--- src/sv/tdsfc_pkg.sv ---
// Shared types and constants for the TDS sensor frame checker.
package tdsfc_pkg;

  localparam logic [7:0] PRE_TDS    = 8'hAA;
  localparam logic [7:0] PRE_TEMP   = 8'hAB;
  localparam logic [7:0] PRE_DEVERR = 8'hAC;

  localparam int HALF_LEN  = 6;
  localparam int REPLY_LEN = 12;

  localparam logic [2:0] K_PREAMBLE = 3'd0;
  localparam logic [2:0] K_CHECKSUM = 3'd5;
  localparam logic [3:0] POS_HALF   = 4'(HALF_LEN);
  localparam logic [3:0] POS_LAST   = 4'(REPLY_LEN - 1);

  typedef enum logic [1:0] {
    ST_OK      = 2'd0,
    ST_DEV_ERR = 2'd1,
    ST_BAD_PRE = 2'd2,
    ST_SUM_ERR = 2'd3
  } status_t;

  typedef struct packed {
    logic        half_index;
    status_t     status;
    logic [7:0]  preamble;
    logic [7:0]  error_code;
    logic [15:0] value_one;
    logic [15:0] value_two;
    logic        publish;
    logic        frame_end;
  } result_t;

endpackage

--- src/sv/tdsfc_if.sv ---
// Valid/ready channel interfaces for the input byte and the half result.
interface tdsfc_in_if;
  logic       valid;
  logic       ready;
  logic [7:0] rx_byte;
  logic       frame_start;

  modport source (output valid, rx_byte, frame_start, input ready);
  modport sink (input valid, rx_byte, frame_start, output ready);
  modport mon (input valid, ready, rx_byte, frame_start);
endinterface

interface tdsfc_out_if;
  logic        valid;
  logic        ready;
  logic        half_index;
  logic [1:0]  status;
  logic [7:0]  preamble;
  logic [7:0]  error_code;
  logic [15:0] value_one;
  logic [15:0] value_two;
  logic        publish;
  logic        frame_end;

  modport source (output valid, half_index, status, preamble, error_code, value_one,
                  value_two, publish, frame_end, input ready);
  modport sink (input valid, half_index, status, preamble, error_code, value_one,
                value_two, publish, frame_end, output ready);
  modport mon (input valid, ready, half_index, status, preamble, error_code, value_one,
               value_two, publish, frame_end);
endinterface

--- src/sv/tdsfc_tracker.sv ---
// Byte position tracking, half assembly and per-half check.
module tdsfc_tracker (
  input  logic             clk,
  input  logic             rst,
  input  logic             accept,
  input  logic [7:0]       rx_byte,
  input  logic             frame_start,
  output logic             res_valid,
  output tdsfc_pkg::result_t res
);
  import tdsfc_pkg::*;

  logic [3:0] byte_position;
  logic [3:0] byte_position_next;
  logic [7:0] running_sum;
  logic [7:0] held_preamble;
  logic [7:0] held_bytes [4];
  logic       skip_rest;
  logic       skip_rest_next;

  logic [3:0] pos;
  logic       skip_cur;
  logic       half;
  logic [2:0] k;
  logic [1:0] slot;
  status_t    st;

  always_comb begin
    pos      = frame_start ? 4'd0 : byte_position;
    skip_cur = frame_start ? 1'b0 : skip_rest;
    if (pos > POS_LAST) begin
      pos = 4'd0;
    end
    half = (pos >= POS_HALF);
    k    = half ? 3'(pos - POS_HALF) : pos[2:0];
    slot = 2'(k - 3'd1);

    if (!half && held_preamble == PRE_DEVERR) begin
      st = ST_DEV_ERR;
    end else if (held_preamble != PRE_TDS && held_preamble != PRE_TEMP) begin
      st = ST_BAD_PRE;
    end else if (running_sum != rx_byte) begin
      st = ST_SUM_ERR;
    end else begin
      st = ST_OK;
    end

    res_valid      = (k == K_CHECKSUM) && !(half && skip_cur);
    res.half_index = half;
    res.status     = st;
    res.preamble   = held_preamble;
    res.error_code = held_bytes[0];
    res.value_one  = {held_bytes[0], held_bytes[1]};
    res.value_two  = {held_bytes[2], held_bytes[3]};
    res.publish    = (st == ST_OK) &&
                     ((!half && held_preamble == PRE_TDS) || (half && held_preamble == PRE_TEMP));
    res.frame_end  = half || (st != ST_OK);

    if (pos == POS_LAST) begin
      byte_position_next = 4'd0;
      skip_rest_next     = 1'b0;
    end else begin
      byte_position_next = pos + 4'd1;
      skip_rest_next     = (res_valid && !half && st != ST_OK) ? 1'b1 : skip_cur;
    end
  end

  always_ff @(posedge clk) begin
    if (rst) begin
      byte_position <= '0;
      skip_rest     <= 1'b0;
      running_sum   <= '0;
      held_preamble <= '0;
      for (int i = 0; i < 4; i++) begin
        held_bytes[i] <= '0;
      end
    end else if (accept) begin
      byte_position <= byte_position_next;
      skip_rest     <= skip_rest_next;
      if (k == K_PREAMBLE) begin
        held_preamble <= rx_byte;
        running_sum   <= rx_byte;
      end else if (k < K_CHECKSUM) begin
        held_bytes[slot] <= rx_byte;
        running_sum      <= running_sum + rx_byte;
      end
    end
  end

endmodule

--- src/sv/tdsfc_out_reg.sv ---
// Result register between the check logic and the output channel.
module tdsfc_out_reg (
  input  logic               clk,
  input  logic               rst,
  input  logic               load,
  input  tdsfc_pkg::result_t res,
  input  logic               out_ready,
  output logic               out_valid,
  output tdsfc_pkg::result_t out_res,
  output logic               free
);
  import tdsfc_pkg::*;

  assign free = !out_valid || out_ready;

  always_ff @(posedge clk) begin
    if (rst) begin
      out_valid <= 1'b0;
    end else if (free) begin
      out_valid <= load;
    end
  end

  always_ff @(posedge clk) begin
    if (free && load) begin
      out_res <= res;
    end
  end

endmodule

--- src/sv/tds_sensor_frame_checker_core.sv ---
// Top level of the TDS sensor frame checker.
// Usage:
//   in_ch carries one reply byte per item (rx_byte) with frame_start marking
//   byte 0 of a new 12-byte reply. out_ch carries one status item per checked
//   half: on byte 5 and on byte 11, except that a failed first half ends the
//   reply and its second half gives no item.
// Result: the result item is registered and valid in the cycle after byte 5 or 11 is accepted.
// Throughput: one byte per cycle when not stalled; the per-byte update is an
//   8-bit add and byte compares between tracking state and result register.
// Stall: in_ch.ready is low only while the result register holds an item that
//   out_ch does not take; a held result blocks further bytes until taken.
// Reset: rst clears the byte position, the checksum, the held bytes, the skip
//   flag and the result valid; the next byte is taken as byte 0 of a reply.
module tds_sensor_frame_checker_core (
  input logic       clk,
  input logic       rst,
  tdsfc_in_if.sink  in_ch,
  tdsfc_out_if.source out_ch
);
  import tdsfc_pkg::*;

  logic    accept;
  logic    res_valid;
  logic    free;
  result_t res;
  result_t out_res;

  assign accept = in_ch.valid && in_ch.ready;
  assign in_ch.ready = free;

  tdsfc_tracker u_tracker (
    .clk         (clk),
    .rst         (rst),
    .accept      (accept),
    .rx_byte     (in_ch.rx_byte),
    .frame_start (in_ch.frame_start),
    .res_valid   (res_valid),
    .res         (res)
  );

  tdsfc_out_reg u_out_reg (
    .clk       (clk),
    .rst       (rst),
    .load      (accept && res_valid),
    .res       (res),
    .out_ready (out_ch.ready),
    .out_valid (out_ch.valid),
    .out_res   (out_res),
    .free      (free)
  );

  assign out_ch.half_index = out_res.half_index;
  assign out_ch.status     = out_res.status;
  assign out_ch.preamble   = out_res.preamble;
  assign out_ch.error_code = out_res.error_code;
  assign out_ch.value_one  = out_res.value_one;
  assign out_ch.value_two  = out_res.value_two;
  assign out_ch.publish    = out_res.publish;
  assign out_ch.frame_end  = out_res.frame_end;

endmodule

--- src/flat_wrapper.sv ---
// flat-port wrapper written by rule: the top's interface ports become plain ports
module tds_sensor_frame_checker_core_flat import tdsfc_pkg::*;
  (clk, rst, in_ch_valid, in_ch_rx_byte, in_ch_frame_start, in_ch_ready, out_ch_valid, out_ch_half_index, out_ch_status, out_ch_preamble, out_ch_error_code, out_ch_value_one, out_ch_value_two, out_ch_publish, out_ch_frame_end, out_ch_ready);
  tdsfc_in_if in_ch_i ();
  tdsfc_out_if out_ch_i ();
  input logic clk;
  input logic rst;
  input wire logic [$bits(in_ch_i.valid)-1:0] in_ch_valid;
  input wire logic [$bits(in_ch_i.rx_byte)-1:0] in_ch_rx_byte;
  input wire logic [$bits(in_ch_i.frame_start)-1:0] in_ch_frame_start;
  output wire logic [$bits(in_ch_i.ready)-1:0] in_ch_ready;
  output wire logic [$bits(out_ch_i.valid)-1:0] out_ch_valid;
  output wire logic [$bits(out_ch_i.half_index)-1:0] out_ch_half_index;
  output wire logic [$bits(out_ch_i.status)-1:0] out_ch_status;
  output wire logic [$bits(out_ch_i.preamble)-1:0] out_ch_preamble;
  output wire logic [$bits(out_ch_i.error_code)-1:0] out_ch_error_code;
  output wire logic [$bits(out_ch_i.value_one)-1:0] out_ch_value_one;
  output wire logic [$bits(out_ch_i.value_two)-1:0] out_ch_value_two;
  output wire logic [$bits(out_ch_i.publish)-1:0] out_ch_publish;
  output wire logic [$bits(out_ch_i.frame_end)-1:0] out_ch_frame_end;
  input wire logic [$bits(out_ch_i.ready)-1:0] out_ch_ready;
  assign in_ch_i.valid = in_ch_valid;
  assign in_ch_i.rx_byte = in_ch_rx_byte;
  assign in_ch_i.frame_start = in_ch_frame_start;
  assign in_ch_ready = in_ch_i.ready;
  assign out_ch_valid = out_ch_i.valid;
  assign out_ch_half_index = out_ch_i.half_index;
  assign out_ch_status = out_ch_i.status;
  assign out_ch_preamble = out_ch_i.preamble;
  assign out_ch_error_code = out_ch_i.error_code;
  assign out_ch_value_one = out_ch_i.value_one;
  assign out_ch_value_two = out_ch_i.value_two;
  assign out_ch_publish = out_ch_i.publish;
  assign out_ch_frame_end = out_ch_i.frame_end;
  assign out_ch_i.ready = out_ch_ready;
  tds_sensor_frame_checker_core u_core (.clk(clk), .rst(rst), .in_ch(in_ch_i), .out_ch(out_ch_i));
endmodule
--- config.mk ---
export PLATFORM = sky130hd
export DESIGN_NAME = tds_sensor_frame_checker_core_flat
export DESIGN_NICKNAME = d
export VERILOG_FILES = /design/src/sv/tdsfc_pkg.sv /design/src/sv/tdsfc_if.sv /design/src/sv/tdsfc_tracker.sv /design/src/sv/tdsfc_out_reg.sv /design/src/sv/tds_sensor_frame_checker_core.sv /design/src/flat_wrapper.sv
export SDC_FILE = /design/constraint.sdc
export NUM_CORES = 1
export LEC_CHECK = 0
export BUFFER_PORTS_ARGS = -buffer_cell sky130_fd_sc_hd__buf_2
export CORE_ASPECT_RATIO = 0.7
export CORE_MARGIN = 2
export CORE_UTILIZATION = 60
export CTS_BUF_LIST = sky130_fd_sc_hd__clkbuf_8
export DETAILED_ROUTE_END_ITERATION = 10
export HOLD_SLACK_MARGIN = 0.15
export PLACE_DENSITY = 0.89
export RECOVER_POWER = 25
export SYNTH_ARGS = -nofsm -noshare
export SYNTH_HDL_FRONTEND = slang
export SYNTH_SLANG_ARGS = --single-unit
--- constraint.sdc ---
create_clock -name clk -period 5.3 [get_ports clk]
set_input_delay 0.265 -clock clk [delete_from_list [all_inputs] [get_ports clk]]
set_output_delay 0.265 -clock clk [all_outputs]
set_load 0.1 [all_outputs]
==> flow_summary.rst, run 1 <==
.. list-table::
   :header-rows: 1

   * - Metric
     - Value
   * - Synthesized-area fraction occupied by xor and xnor cells
     - 0.01022
   * - Top-area cell type share of the netlist area
     - 0.5394
   * - Area added between synthesis and finish
     - 12.17%
   * - Number of enable-type register cells in the synthesized netlist
     - a little under 80
   * - Post-route core utilization
     - 0.7051
   * - Maximum net fanout on the critical path
     - 11
   * - CTS H-tree depth
     - 3
   * - Proportion of synthesized flip-flops having asynchronous set or reset
     - 0
   * - Number of distinct standard cells referenced by the synthesized netlist
     - 59
   * - Via count of the first global-routing pass
     - 2381
   * - Global-route wire length before repair
     - between 10 and 15 mm
   * - Number of gates resized after cts
     - 0
   * - Total inserted antenna cells
     - 0
   * - Reg clk slew, reported paths
     - approximately 0.10 ns
   * - Worst vdd rail ir drop
     - around 0.15 mV
   * - Placement row count
     - 25
   * - TritonCTS buffer count
     - 9
   * - Leading cell types by count after synthesis
     - edfxtp_1 (77), and2_1 (34), nor2_1 (23)
   * - Final wirelength
     - 7.540 mm
   * - Setup TNS
     - 0 ns
   * - Most repeated cell in the gate-level netlist after synthesis
     - edfxtp_1
   * - Proportion of synthesized chip area in sequential cells
     - 0.6421
   * - Category of the worst setup path launch point
     - flop
   * - Average detailed-routed wire length per instance
     - roughly 16 um
   * - Number of antenna-violating nets in the routed design
     - 0
   * - Most area-hungry cell type in the Yosys netlist
     - edfxtp_1
   * - PortBufs
     - 67
   * - Post-CTS Repair Setup Buffers
     - 0
   * - Complex-gate fraction of the synthesized area
     - 0.08290
   * - CTS tree
     - built
   * - Routed vias
     - 2652
   * - Hold buffer count at cts
     - 0
   * - Post-detail-place hpwl
     - around 5.4 mm
   * - Post-Synth Simple-Gate Area
     - 0.1696
   * - Drt first pass iters
     - 4
   * - Class of the tightest hold or removal check
     - input port to flop
   * - Pins over their slew limit
     - 0
   * - Area occupied by multi-input gates
     - roughly 1400 sq um
   * - Net count reported at finish
     - slightly above 400
   * - Share of the clock period used by the worst path
     - 0.6704
   * - Count of clock tree sinks
     - about 100
   * - Number of antenna violations at the first check in global routing
     - 0
   * - Number of cells produced by synthesis
     - approximately 320
   * - Biggest area contributors in the synthesized netlist
     - edfxtp_1 (54%), dfxtp_1 (10%), and2_1 (5.0%), ha_1 (3.5%), mux2i_1 (2.3%)
   * - Number of filler cells placed in the layout
     - ~510
   * - Number of ports placed on the die boundary
     - between 60 and 70
   * - Final weighted congestion in routability-driven placement
     - 0.9103
   * - Multiplexer share of the synthesized area
     - 0.02335
   * - Combinational family with the most area after synthesis
     - simple AND/OR/NAND/NOR gates
   * - Die outline height
     - approximately 75 um
   * - Main synth FF type
     - edfxtp_1
   * - Starting density of the core
     - 0.6286
   * - Area of the core
     - about 6800 sq um
   * - Total count of hold-check failures in the final report
     - 0
   * - Critical path class
     - flop to flop
   * - Syn_nets
     - between 300 and 400
   * - DR DRC count
     - 0
   * - Number of setup violations in the final report
     - 0
   * - Run status
     - completed
   * - Pin count of the biggest net entering global routing
     - 44
   * - Worst relative slew slack
     - 0.1190
   * - Floorplan die width
     - 105.0 um
   * - Footprint of the flip-flops and latches
     - 2753 sq um
   * - Arrival time at the worst endpoint
     - 3.53 ns
   * - Leakage Power
     - 0.001840 uW
   * - Required time reported for the critical path endpoint
     - about 5.3 ns
   * - Power density over the cells
     - between 200 and 300 nW/um^2
   * - Share of final-layout standard cells stronger than drive strength 1
     - 0.2196
   * - 1st-iter DRT viols
     - about 180
   * - Worst Setup End Kind
     - flop
   * - Detail-routed via count per cell
     - between 5 and 6
   * - Die area
     - 7847 sq um
   * - Timing-limited maximum frequency
     - 281.5 MHz
   * - Minimum clock period after layout
     - approximately 3.6 ns
   * - Slew at the pin with the worst max-slew slack
     - ~1.3 ns
   * - Overflow left after global routing
     - 0
   * - Total number of yosys warnings
     - 0
   * - Netlist area before placement
     - around 4300 sq um
   * - CTS Root Cell
     - clkbuf_8
   * - Deepest clock path buffer count
     - 2
   * - Adder-cell area share of the yosys netlist
     - 0.03970
   * - Max-cap violation count
     - 0
   * - Global-route usage over all layers
     - 0.2067
   * - Post-synthesis sequential element count
     - 99
   * - Clock tree skew after final layout
     - 0.01071 ns
   * - Setup repair after global routing missed its margin
     - false
   * - Avg Inst Size Synth
     - approximately 13 sq um
   * - Worst-Skew Late Latency
     - around 0.36 ns
## final timing paths
path	endpoint	slack [ns]	depth (start not counted)	startpoint
worst max-delay path	u_core.u_tracker.held_bytes[3][6]	1.75	10	u_core.u_tracker.byte_position[3]
worst min-delay path	u_core.u_tracker.running_sum[5]	0.24	3	in_ch_rx_byte[5]
worst max register to register	u_core.u_tracker.held_bytes[3][6]	1.75	10	u_core.u_tracker.byte_position[3]
worst min register to register	out_ch_value_two[15]	0.42	0	u_core.u_tracker.held_bytes[2][7]
## layout make-up
class / count / share of cell area
sequential: 99 / 0.5725
multi-input combinational: 195 / 0.2904
timing repair buffer: 68 / 0.06714
clock buffer: 9 / 0.02576
tap: 94 / 0.02446
clock inverter: 7 / 0.01275
inverter: 9 / 0.007026
## layer usage
metal / share of wire / GRT usage
met1: 0.48 / 0.3001
met2: 0.44 / 0.3139
met3: 0.067 / 0.05887
met4: 0.012 / 0.05185
met5: 0 / 0
## placed cells by master (no fill, tap or decap), types with 9 or more instances in the layout
cell,count
and2_1,34
buf_2,51
clkbuf_8,9
dfxtp_1,22
nand2_1,16
inv_1,10
edfxtp_1,77
mux2i_1,10
ha_1,12
clkbuf_1,16
nor2_1,23
## state kept, by name (all words and copies together), names as in the netlist, 4 cells and up
name / flops
u_core.u_tracker.held_bytes: 32
out_ch_value_two: 16
u_core.u_out_reg.out_res: 13
out_ch_error_code: 8
out_ch_value_one: 8
u_core.u_tracker.held_preamble: 8
u_core.u_tracker.running_sum: 8
u_core.u_tracker.byte_position: 4
## where the power goes
part           leakage, uW  switching [uW]  internal [uW]  total [uW]
combinational     0.000818            74.0           45.8         120
clock            0.0000990             264            180         444
sequential        0.000922            13.1            855         868
total              0.00184             351           1080        1430
## critical path, cell delays in order, from the launching register on
cell and delay, ns:
dfxtp_1 0.52, a21oi_1 0.14, nand2_1 0.19, ha_1 0.23, and3b_1 0.16, o31a_1 0.24
nand2_1 0.12, ha_1 0.29, nand2b_4 0.15, nand2_2 0.09, o31ai_1 1.04
## logic make-up after synthesis
logic type               Yosys count
AO/OA/AOI/OAI                     46
flip-flops                        99
adder cells (fa/ha/maj)           13
buffers and inverters             25
XOR/XNOR                           5
multiplexers                      10
AND/OR/NAND/NOR                  121
## through the flow
step | instance area (sq um) | cells | worst slack [ns] | total power (uW) | hold slack, ns
floorplan | 4287 | 319 | 1.684 | 971.3 | 0.4003
global placement | 4643 | 465 | 1.897 | 1001 | 0.4021
detailed placement | 4643 | 465 | 1.797 | 1005 | 0.4045
CTS | 4828 | 481 | 1.743 | 1440 | 0.2346
global route | 4808 | 481 | 1.475 | 1486 | 0.2553
finish | 4808 | 481 | 1.747 | 1432 | 0.2395
No activity file was read; power rests on OpenSTA's default activity.
==> inputs of run 2 (changes only) <==
CORE_UTILIZATION = 58   (was 60)
PLACE_DENSITY = 0.86   (was 0.89)
clock period = 3.7 ns   (was 5.3 ns; I/O delays follow)
==> flow_summary.rst, run 2 (synthesis gave the netlist of run 1 again) <==
.. list-table::
   :header-rows: 1

   * - Metric
     - Value
   * - Post-detail-place hpwl
     - 5.614 mm (was 5.362 mm)
   * - Average detailed-routed wire length per instance
     - 16.52 um (was 15.68 um)
   * - Floorplan die width
     - 106.8 um (was 105.0 um)
   * - Area of the core
     - 7222 sq um (was 6819 sq um)
   * - Power density over the cells
     - 432.6 nW/um^2 (was 297.8 nW/um^2)
   * - Pin count of the biggest net entering global routing
     - 46 (was 44)
   * - Max-cap violation count
     - 0 (unchanged)
   * - Global-route wire length before repair
     - 13.13 mm (was 12.21 mm)
   * - Setup TNS
     - 0 ns (unchanged)
   * - Depth of the critical timing path with buffers and inverters included
     - 9 (was 10)
   * - Number of antenna-violating nets in the routed design
     - 0 (unchanged)
   * - Pins over their slew limit
     - 0 (unchanged)
   * - Category of the worst setup path launch point
     - flop (unchanged)
   * - Final weighted congestion in routability-driven placement
     - 0.9065 (was 0.9103)
   * - Class of the tightest hold or removal check
     - input port to flop (unchanged)
   * - Worst setup path startpoint
     - u_core.u_tracker.byte_position[3] (unchanged)
   * - Worst relative slew slack
     - 0.2217 (was 0.1190)
   * - CTS tree
     - built (unchanged)
   * - Number of antenna violations at the first check in global routing
     - 0 (unchanged)
   * - Worst-Skew Late Latency
     - 0.36 ns (about the same)
   * - Part of the total power dissipated in combinational logic
     - 0.083 (was 0.084)
   * - Run status
     - completed (unchanged)
   * - Via count of the first global-routing pass
     - 2518 (was 2381)
   * - Placement row count
     - 26 (was 25)
   * - Critical path class
     - flop to flop (unchanged)
   * - DR DRC count
     - 0 (unchanged)
   * - Share of the clock period used by the worst path
     - 0.8848 (was 0.6704)
   * - Final wirelength
     - 8.063 mm (was 7.540 mm)
   * - Power Internal
     - 1561 uW (was 1081 uW)
   * - Worst-case setup margin in the final layout
     - 0.4261 ns (was 1.747 ns)
   * - Minimum clock period after layout
     - 3.274 ns (was 3.553 ns)
   * - Most Frequent Cell on Critical Path
     - ha_1
   * - Worst-path cell chain
     - a21oi_1, and2_1, ha_1, and3b_1, o31a_1, nand2_1, ha_1, nor4_2, or2_2 (was a21oi_1, nand2_1, ha_1, and3b_1, o31a_1, nand2_1, ha_1, nand2b_4, nand2_2, o31ai_1)
   * - PortBufs
     - 67 (unchanged)
   * - Share of final-layout standard cells stronger than drive strength 1
     - 0.2205 (was 0.2196)
   * - Reg power frac
     - 0.591 (was 0.606)
   * - TritonCTS buffer count
     - 9 (unchanged)
   * - Detail-routed via count per cell
     - 5.449 (was 5.514)
   * - Global-route usage over all layers
     - 0.2140 (was 0.2067)
   * - Number of cells on the worst reg-to-reg path
     - 9 (was 10)
   * - Worst vdd rail ir drop
     - 0.2106 mV (was 0.1545 mV)
   * - Worst Setup Slack post-DPL
     - 0.4719 ns (was 1.797 ns)
   * - Top register by number of flip-flops
     - u_core.u_tracker.held_bytes (unchanged)
   * - Critical R2R Capture
     - u_core.u_tracker.held_bytes[2][4] (was u_core.u_tracker.held_bytes[3][6])
   * - Slew at the pin with the worst max-slew slack
     - 1.172 ns (was 1.310 ns)
   * - Number of setup violations in the final report
     - 0 (unchanged)
   * - CTS H-tree depth
     - 3 (unchanged)
   * - Drt first pass iters
     - 4 (unchanged)
   * - CTS Root Cell
     - clkbuf_8 (unchanged)
   * - Die area
     - 8105 sq um (was 7847 sq um)
   * - Area added between synthesis and finish
     - 13.51% (was 12.17%)
   * - Worst Setup End Kind
     - flop (unchanged)
   * - Overflow left after global routing
     - 0 (unchanged)
   * - Leakage Power
     - 0.001852 uW (was 0.001840 uW)
   * - Reg clk slew, reported paths
     - 0.10 ns (about the same)
   * - WHS
     - 0.1812 ns (was 0.2395 ns)
   * - Starting density of the core
     - 0.5936 (was 0.6286)
   * - Routed vias
     - 2659 (was 2652)
   * - Arrival time at the worst endpoint
     - 3.34 ns (was 3.53 ns)
   * - Top library cells by usage in the layout, fill and taps aside
     - edfxtp_1 (77), buf_2 (50), and2_1 (34), nor2_1 (23), dfxtp_1 (22) (was edfxtp_1 (77), buf_2 (51), and2_1 (34), nor2_1 (23), dfxtp_1 (22))
   * - Total count of hold-check failures in the final report
     - 0 (unchanged)
   * - Critical path's top delay family
     - simple AND/OR/NAND/NOR gates (was compound AO/OA/AOI/OAI gates)
   * - Maximum net fanout on the critical path
     - 11 (unchanged)
   * - R2r startpoint
     - u_core.u_tracker.byte_position[3] (unchanged)
   * - Net count reported at finish
     - 411 (was 408)
   * - Library cell contributing the largest single delay on the critical path
     - nor4_2 (was o31ai_1)
   * - Net Sw Power
     - 543.8 uW (was 351.3 uW)
   * - 1st-iter DRT viols
     - 226 (was 178)
   * - Setup repair after global routing missed its margin
     - false (unchanged)
   * - Post-CTS Repair Setup Buffers
     - 0 (unchanged)
   * - Number of ports placed on the die boundary
     - 68 (unchanged)
   * - Most common cell after layout, fill and taps aside
     - edfxtp_1 (unchanged)
   * - Die outline height
     - 75.93 um (was 74.72 um)
   * - Number of gates resized after cts
     - 0 (unchanged)
   * - Relative contribution of the clock network to total power
     - 0.326 (was 0.310)
   * - Switching part of the total power
     - 0.2583 (was 0.2453)
   * - Timing-limited maximum frequency
     - 305.4 MHz (was 281.5 MHz)
   * - Flip-flop count of the largest register, all copies and words added
     - 32 (unchanged)
   * - Setup slack, reg-to-reg
     - 0.43 ns (was 1.75 ns)
   * - Required time reported for the critical path endpoint
     - 3.76 ns (was 5.28 ns)
   * - Sum of buffers and inverters on the critical path
     - 0 (unchanged)
   * - Crit path largest cell delay
     - 0.62 ns (was 1.04 ns)
   * - Deepest clock path buffer count
     - 2 (unchanged)
   * - End point of the critical path
     - u_core.u_tracker.held_bytes[2][4] (was u_core.u_tracker.held_bytes[3][6])
   * - Count of clock tree sinks
     - 99 (unchanged)
   * - Clock tree skew after final layout
     - 0.01009 ns (was 0.01071 ns)
   * - Total inserted antenna cells
     - 0 (unchanged)
-- run 2: changes by cell type in the layout (fill, tap and decap cells not counted), sizes merged --
| cell | before | now |
|---|---|---|
| clkinvlp | 0 | 1 |
| clkinv | 3 | 2 |
| dlygate4sd3 | 0 | 2 |
| clkbuf | 25 | 26 |
-- run 2: final cells by class --
| cell class | count | area, sq um |
|---|---|---|
| flip-flops and latches | 99 | 2753 |
| fillers | 531 | 2356 |
| multi-input cells | 195 | 1396 |
| repair buffers | 71 | 361.6 |
| clock buffers | 9 | 123.9 |
| well taps | 98 | 122.6 |
| clock inverters | 7 | 75.07 |
| inverters | 9 | 33.78 |
-- run 2: worst min-delay path, stage by stage --
cell,delay [ns]
buf_2,0.16
mux2i_1,0.09
nor2_1,0.07
-- run 2: worst min path at each step --
| stage | start | cells after the start | to | slack (ns) |
|---|---|---|---|---|
| 2_1_floorplan | in_ch_rx_byte[0] | 2 | u_core.u_tracker.held_preamble[0] | 0.33 |
| 3_3_place_gp | u_core.u_tracker.held_bytes[2][5] | 0 | out_ch_value_two[13] | 0.40 |
| 3_5_place_dp | u_core.u_tracker.held_bytes[0][1] | 0 | out_ch_error_code[1] | 0.41 |
| 4_1_cts | in_ch_rx_byte[6] | 3 | u_core.u_tracker.held_preamble[6] | 0.17 |
| 5_1_grt | in_ch_rx_byte[6] | 3 | u_core.u_tracker.held_preamble[6] | 0.18 |
| 6_report | in_ch_rx_byte[6] | 3 | u_core.u_tracker.held_preamble[6] | 0.18 |
-- run 2: power by group through the flow --
stage	Clock [uW]	Combinational [uW]	Sequential (uW)
global placement	0	164	1270
global route	741	193	1250
floorplan	0	128	1260
finish	686	175	1240
CTS	699	174	1240
detailed placement	0	171	1270
-- run 2: per-stage QoR --
| step | cells | util | total power, uW | cell area (sq um) |
|---|---|---|---|---|
| 6_report | 488 | 0.6738 | 2105 | 4866 |
| 5_1_grt | 488 | 0.6738 | 2183 | 4866 |
| 4_1_cts | 488 | 0.6767 | 2117 | 4887 |
| 3_5_place_dp | 470 | 0.6464 | 1440 | 4668 |
| 3_3_place_gp | 470 | 0.6464 | 1432 | 4668 |
| 2_1_floorplan | 319 | - | 1391 | 4287 |
-- run 2: timing repair --
item,in CTS,in global routing
hold endpoints to repair,2,0
hold buffers,2,0
setup endpoints to repair,0,0
-- run 2: layer usage --
metal,global-route usage,part of all wire,up-vias
li1,-,-,1293
met1,0.3082,0.45,1256
met2,0.3191,0.47,100
met3,0.05336,0.067,10
met4,0.07532,0.013,0
met5,0,0,-
==> inputs of run 3 (changes only) <==
--- a/config.mk
+++ b/config.mk
@@ -8,5 +8,5 @@
 export BUFFER_PORTS_ARGS = -buffer_cell sky130_fd_sc_hd__buf_2
-export CORE_ASPECT_RATIO = 0.7
+export CORE_ASPECT_RATIO = 0.75
 export CORE_MARGIN = 2
-export CORE_UTILIZATION = 58
+export CORE_UTILIZATION = 53
 export CTS_BUF_LIST = sky130_fd_sc_hd__clkbuf_8
@@ -14,3 +14,3 @@
 export HOLD_SLACK_MARGIN = 0.15
-export PLACE_DENSITY = 0.86
+export PLACE_DENSITY = 0.83
 export RECOVER_POWER = 25
==> constraint.sdc (replaced) <==
create_clock -name clk -period 3 [get_ports clk]
set_input_delay 0.15 -clock clk [delete_from_list [all_inputs] [get_ports clk]]
set_output_delay 0.15 -clock clk [all_outputs]
set_load 0.02 [all_outputs]
==> flow_summary.rst, run 3 (synthesis gave the netlist of run 1 again) <==
.. list-table::
   :header-rows: 1

   * - Metric
     - Value
   * - Run status
     - completed (unchanged)
   * - Top register by number of flip-flops
     - u_core.u_tracker.held_bytes (unchanged)
   * - CTS H-tree depth
     - 3 (unchanged)
   * - Timing-limited maximum frequency
     - 346.5 MHz
   * - Share of final-layout standard cells stronger than drive strength 1
     - 0.2525 (was 0.2205)
   * - Switching part of the total power
     - 0.2571 (was 0.2583)
   * - Minimum clock period after layout
     - 2.886 ns
   * - DR DRC count
     - 0 (unchanged)
   * - Die area
     - 8831 sq um (was 8105 sq um)
   * - Share of the clock period used by the worst path
     - 0.9619
   * - CTS tree
     - built (unchanged)
   * - Clock tree skew after final layout
     - 0.009041 ns (was 0.01009 ns)
   * - Maximum net fanout on the critical path
     - 8 (was 11)
   * - Drt first pass iters
     - 4 (unchanged)
   * - Worst-path cell chain
     - dlygate4sd3_1, buf_2, a21oi_1, and2_1, ha_1, and3b_1, o31a_1, nand2_1, ha_2, nand3_1, a311oi_4, or2_4 (was a21oi_1, and2_1, ha_1, and3b_1, o31a_1, nand2_1, ha_1, nor4_2, or2_2)
   * - Net Sw Power
     - 668.3 uW (was 543.8 uW)
   * - Number of setup violations in the final report
     - 0 (unchanged)
   * - TritonCTS buffer count
     - 9 (unchanged)
   * - Relative contribution of the clock network to total power
     - 0.323 (was 0.326)
   * - Final wirelength
     - 8.288 mm (was 8.063 mm)
   * - CTS Root Cell
     - clkbuf_8 (unchanged)
   * - Critical path's top delay family
     - simple AND/OR/NAND/NOR gates (unchanged)
   * - Required time reported for the critical path endpoint
     - 3.08 ns (was 3.76 ns)
   * - Worst setup path startpoint
     - in_ch_frame_start (was u_core.u_tracker.byte_position[3])
   * - Total chip power
     - 2599 uW (was 2105 uW)
   * - Post-detail-place hpwl
     - 5.729 mm (was 5.614 mm)
   * - Routed vias
     - 2733 (was 2659)
   * - Most common cell after layout, fill and taps aside
     - edfxtp_1 (unchanged)
   * - Worst relative slew slack
     - 0.6938 (was 0.2217)
   * - Setup TNS
     - 0 ns (unchanged)
   * - Count of clock tree sinks
     - 99 (unchanged)
   * - Total inserted antenna cells
     - 0 (unchanged)
   * - Area of the core
     - 7883 sq um (was 7222 sq um)
   * - Pin count of the biggest net entering global routing
     - 43 (was 46)
   * - Power Internal
     - 1931 uW (was 1561 uW)
   * - Number of cells on the worst reg-to-reg path
     - 10 (was 9)
   * - Critical R2R Capture
     - u_core.u_tracker.held_bytes[1][5] (was u_core.u_tracker.held_bytes[2][4])
   * - Max-cap violation count
     - 0 (unchanged)
   * - Worst Setup End Kind
     - flop (unchanged)
   * - Starting density of the core
     - 0.5438 (was 0.5936)
   * - Average detailed-routed wire length per instance
     - 16.41 um (was 16.52 um)
   * - Flip-flop count of the largest register, all copies and words added
     - 32 (unchanged)
   * - Number of filler cells placed in the layout
     - 585 (was 531)
   * - 1st-iter DRT viols
     - 146 (was 226)
   * - Placement row count
     - 28 (was 26)
   * - Sum of buffers and inverters on the critical path
     - 2 (was 0)
   * - Total count of hold-check failures in the final report
     - 0 (unchanged)
   * - R2r startpoint
     - u_core.u_tracker.byte_position[3] (unchanged)
   * - Floorplan die width
     - 107.8 um (was 106.8 um)
   * - Die outline height
     - 81.89 um (was 75.93 um)
   * - Power density over the cells
     - 521.5 nW/um^2 (was 432.6 nW/um^2)
   * - Detail-routed via count per cell
     - 5.412 (was 5.449)
   * - Worst-Skew Late Latency
     - 0.36 ns (about the same)
   * - Depth of the critical timing path with buffers and inverters included
     - 12 (was 9)
   * - Critical path class
     - input port to flop (was flop to flop)
   * - Pins over their slew limit
     - 0 (unchanged)
   * - Category of the worst setup path launch point
     - input port (was flop)
   * - Top library cells by usage in the layout, fill and taps aside
     - edfxtp_1 (77), buf_2 (54), and2_1 (34), nor2_1 (23), dfxtp_1 (22) (was edfxtp_1 (77), buf_2 (50), and2_1 (34), nor2_1 (23), dfxtp_1 (22))
   * - Setup repair after global routing missed its margin
     - true (was false)
   * - Part of the total power dissipated in combinational logic
     - 0.086 (was 0.083)
   * - End point of the critical path
     - u_core.u_tracker.held_bytes[1][5] (was u_core.u_tracker.held_bytes[2][4])
   * - Worst vdd rail ir drop
     - 0.2746 mV (was 0.2106 mV)
   * - Slew at the pin with the worst max-slew slack
     - 0.4594 ns (was 1.172 ns)
   * - Global-route wire length before repair
     - 12.81 mm (was 13.13 mm)
   * - Arrival time at the worst endpoint
     - 2.96 ns (was 3.34 ns)
   * - Number of antenna violations at the first check in global routing
     - 0 (unchanged)
   * - Deepest clock path buffer count
     - 2 (unchanged)
   * - Library cell contributing the largest single delay on the critical path
     - dlygate4sd3_1 (was nor4_2)
   * - PortBufs
     - 67 (unchanged)
   * - Area added between synthesis and finish
     - 16.29% (was 13.51%)
   * - WHS
     - 0.1635 ns (was 0.1812 ns)
   * - Global-route usage over all layers
     - 0.1941 (was 0.2140)
   * - Number of antenna-violating nets in the routed design
     - 0 (unchanged)
   * - Leakage Power
     - 0.001902 uW (was 0.001852 uW)
   * - Reg power frac
     - 0.591 (about the same)
   * - Crit path largest cell delay
     - 0.52 ns (was 0.62 ns)
   * - Reg clk slew, reported paths
     - 0.10 ns (about the same)
   * - Via count of the first global-routing pass
     - 2507 (was 2518)
   * - Setup slack, reg-to-reg
     - 0.26 ns (was 0.43 ns)
   * - Final weighted congestion in routability-driven placement
     - 0.9437 (was 0.9065)
   * - Net count reported at finish
     - 421 (was 411)
   * - Overflow left after global routing
     - 0 (unchanged)
   * - Number of ports placed on the die boundary
     - 68 (unchanged)
   * - Class of the tightest hold or removal check
     - input port to flop (unchanged)
[run 3: cell count changes in the layout (fill, tap and decap cells not counted), sizes merged]
cell and delta:
clkinvlp +1, clkinv +1, buf +12, clkbuf -4
inv -2, dlygate4sd3 +2
[run 3: layer usage]
layer	GRT usage	part of all wire
met4	0.06538	0.0094
met5	0	0
met3	0.05317	0.072
met2	0.3195	0.49
met1	0.2518	0.43
[run 3: worst min-delay path by stage]
stage / cells after the start / slack (ns) / end / from
CTS: 3 / 0.16 / u_core.u_tracker.held_preamble[4] / in_ch_rx_byte[4]
detailed placement: 0 / 0.40 / out_ch_error_code[0] / u_core.u_tracker.held_bytes[0][0]
floorplan: 2 / 0.30 / u_core.u_tracker.held_preamble[0] / in_ch_rx_byte[0]
finish: 3 / 0.16 / u_core.u_tracker.held_preamble[4] / in_ch_rx_byte[4]
global route: 3 / 0.18 / u_core.u_tracker.held_preamble[1] / in_ch_rx_byte[1]
global placement: 0 / 0.40 / out_ch_value_two[1] / u_core.u_tracker.held_bytes[3][1]
[run 3: area by class of cell]
type                       count  area [sq um]  share of cell area
sequential                    99          2753              0.5522
multi-input combinational    195          1415              0.2839
timing repair buffer          81         446.7             0.08961
tap                          105         131.4             0.02636
clock buffer                   9         123.9             0.02485
clock inverter                 7         77.57             0.01556
inverter                       9         37.54            0.007530
[run 3: metrics by stage]
stage          utilization  area (sq um)  worst slack (ns)  instances
4_1_cts             0.6308          4972           0.03100        503
2_1_floorplan            -          4295            0.1179        319
5_1_grt             0.6324          4985          -0.05769        505
3_3_place_gp        0.6002          4731            0.3609        483
6_report            0.6324          4985            0.1143        505
3_5_place_dp        0.6002          4731            0.2006        483
[run 3: what timing repair did]
action / in CTS / in global routing
hold endpoints to repair: 4 / 0
buffers inserted: 0 / 2
setup endpoints to repair: 0 / 16
gates resized for setup: 0 / 3
hold buffers: 4 / 0
[run 3: power groups by stage]
| stage | logic [uW] | clock network (uW) | registers [uW] |
|---|---|---|---|
| 2_1_floorplan | 159 | 0 | 1560 |
| 3_3_place_gp | 206 | 0 | 1560 |
| 3_5_place_dp | 215 | 0 | 1570 |
| 4_1_cts | 220 | 851 | 1530 |
| 5_1_grt | 247 | 905 | 1540 |
| 6_report | 224 | 840 | 1540 |
[run 3: worst min-delay path, stage by stage]
cell and delay [ns]:
buf_2 0.16, mux2i_1 0.10, nor2_1 0.08
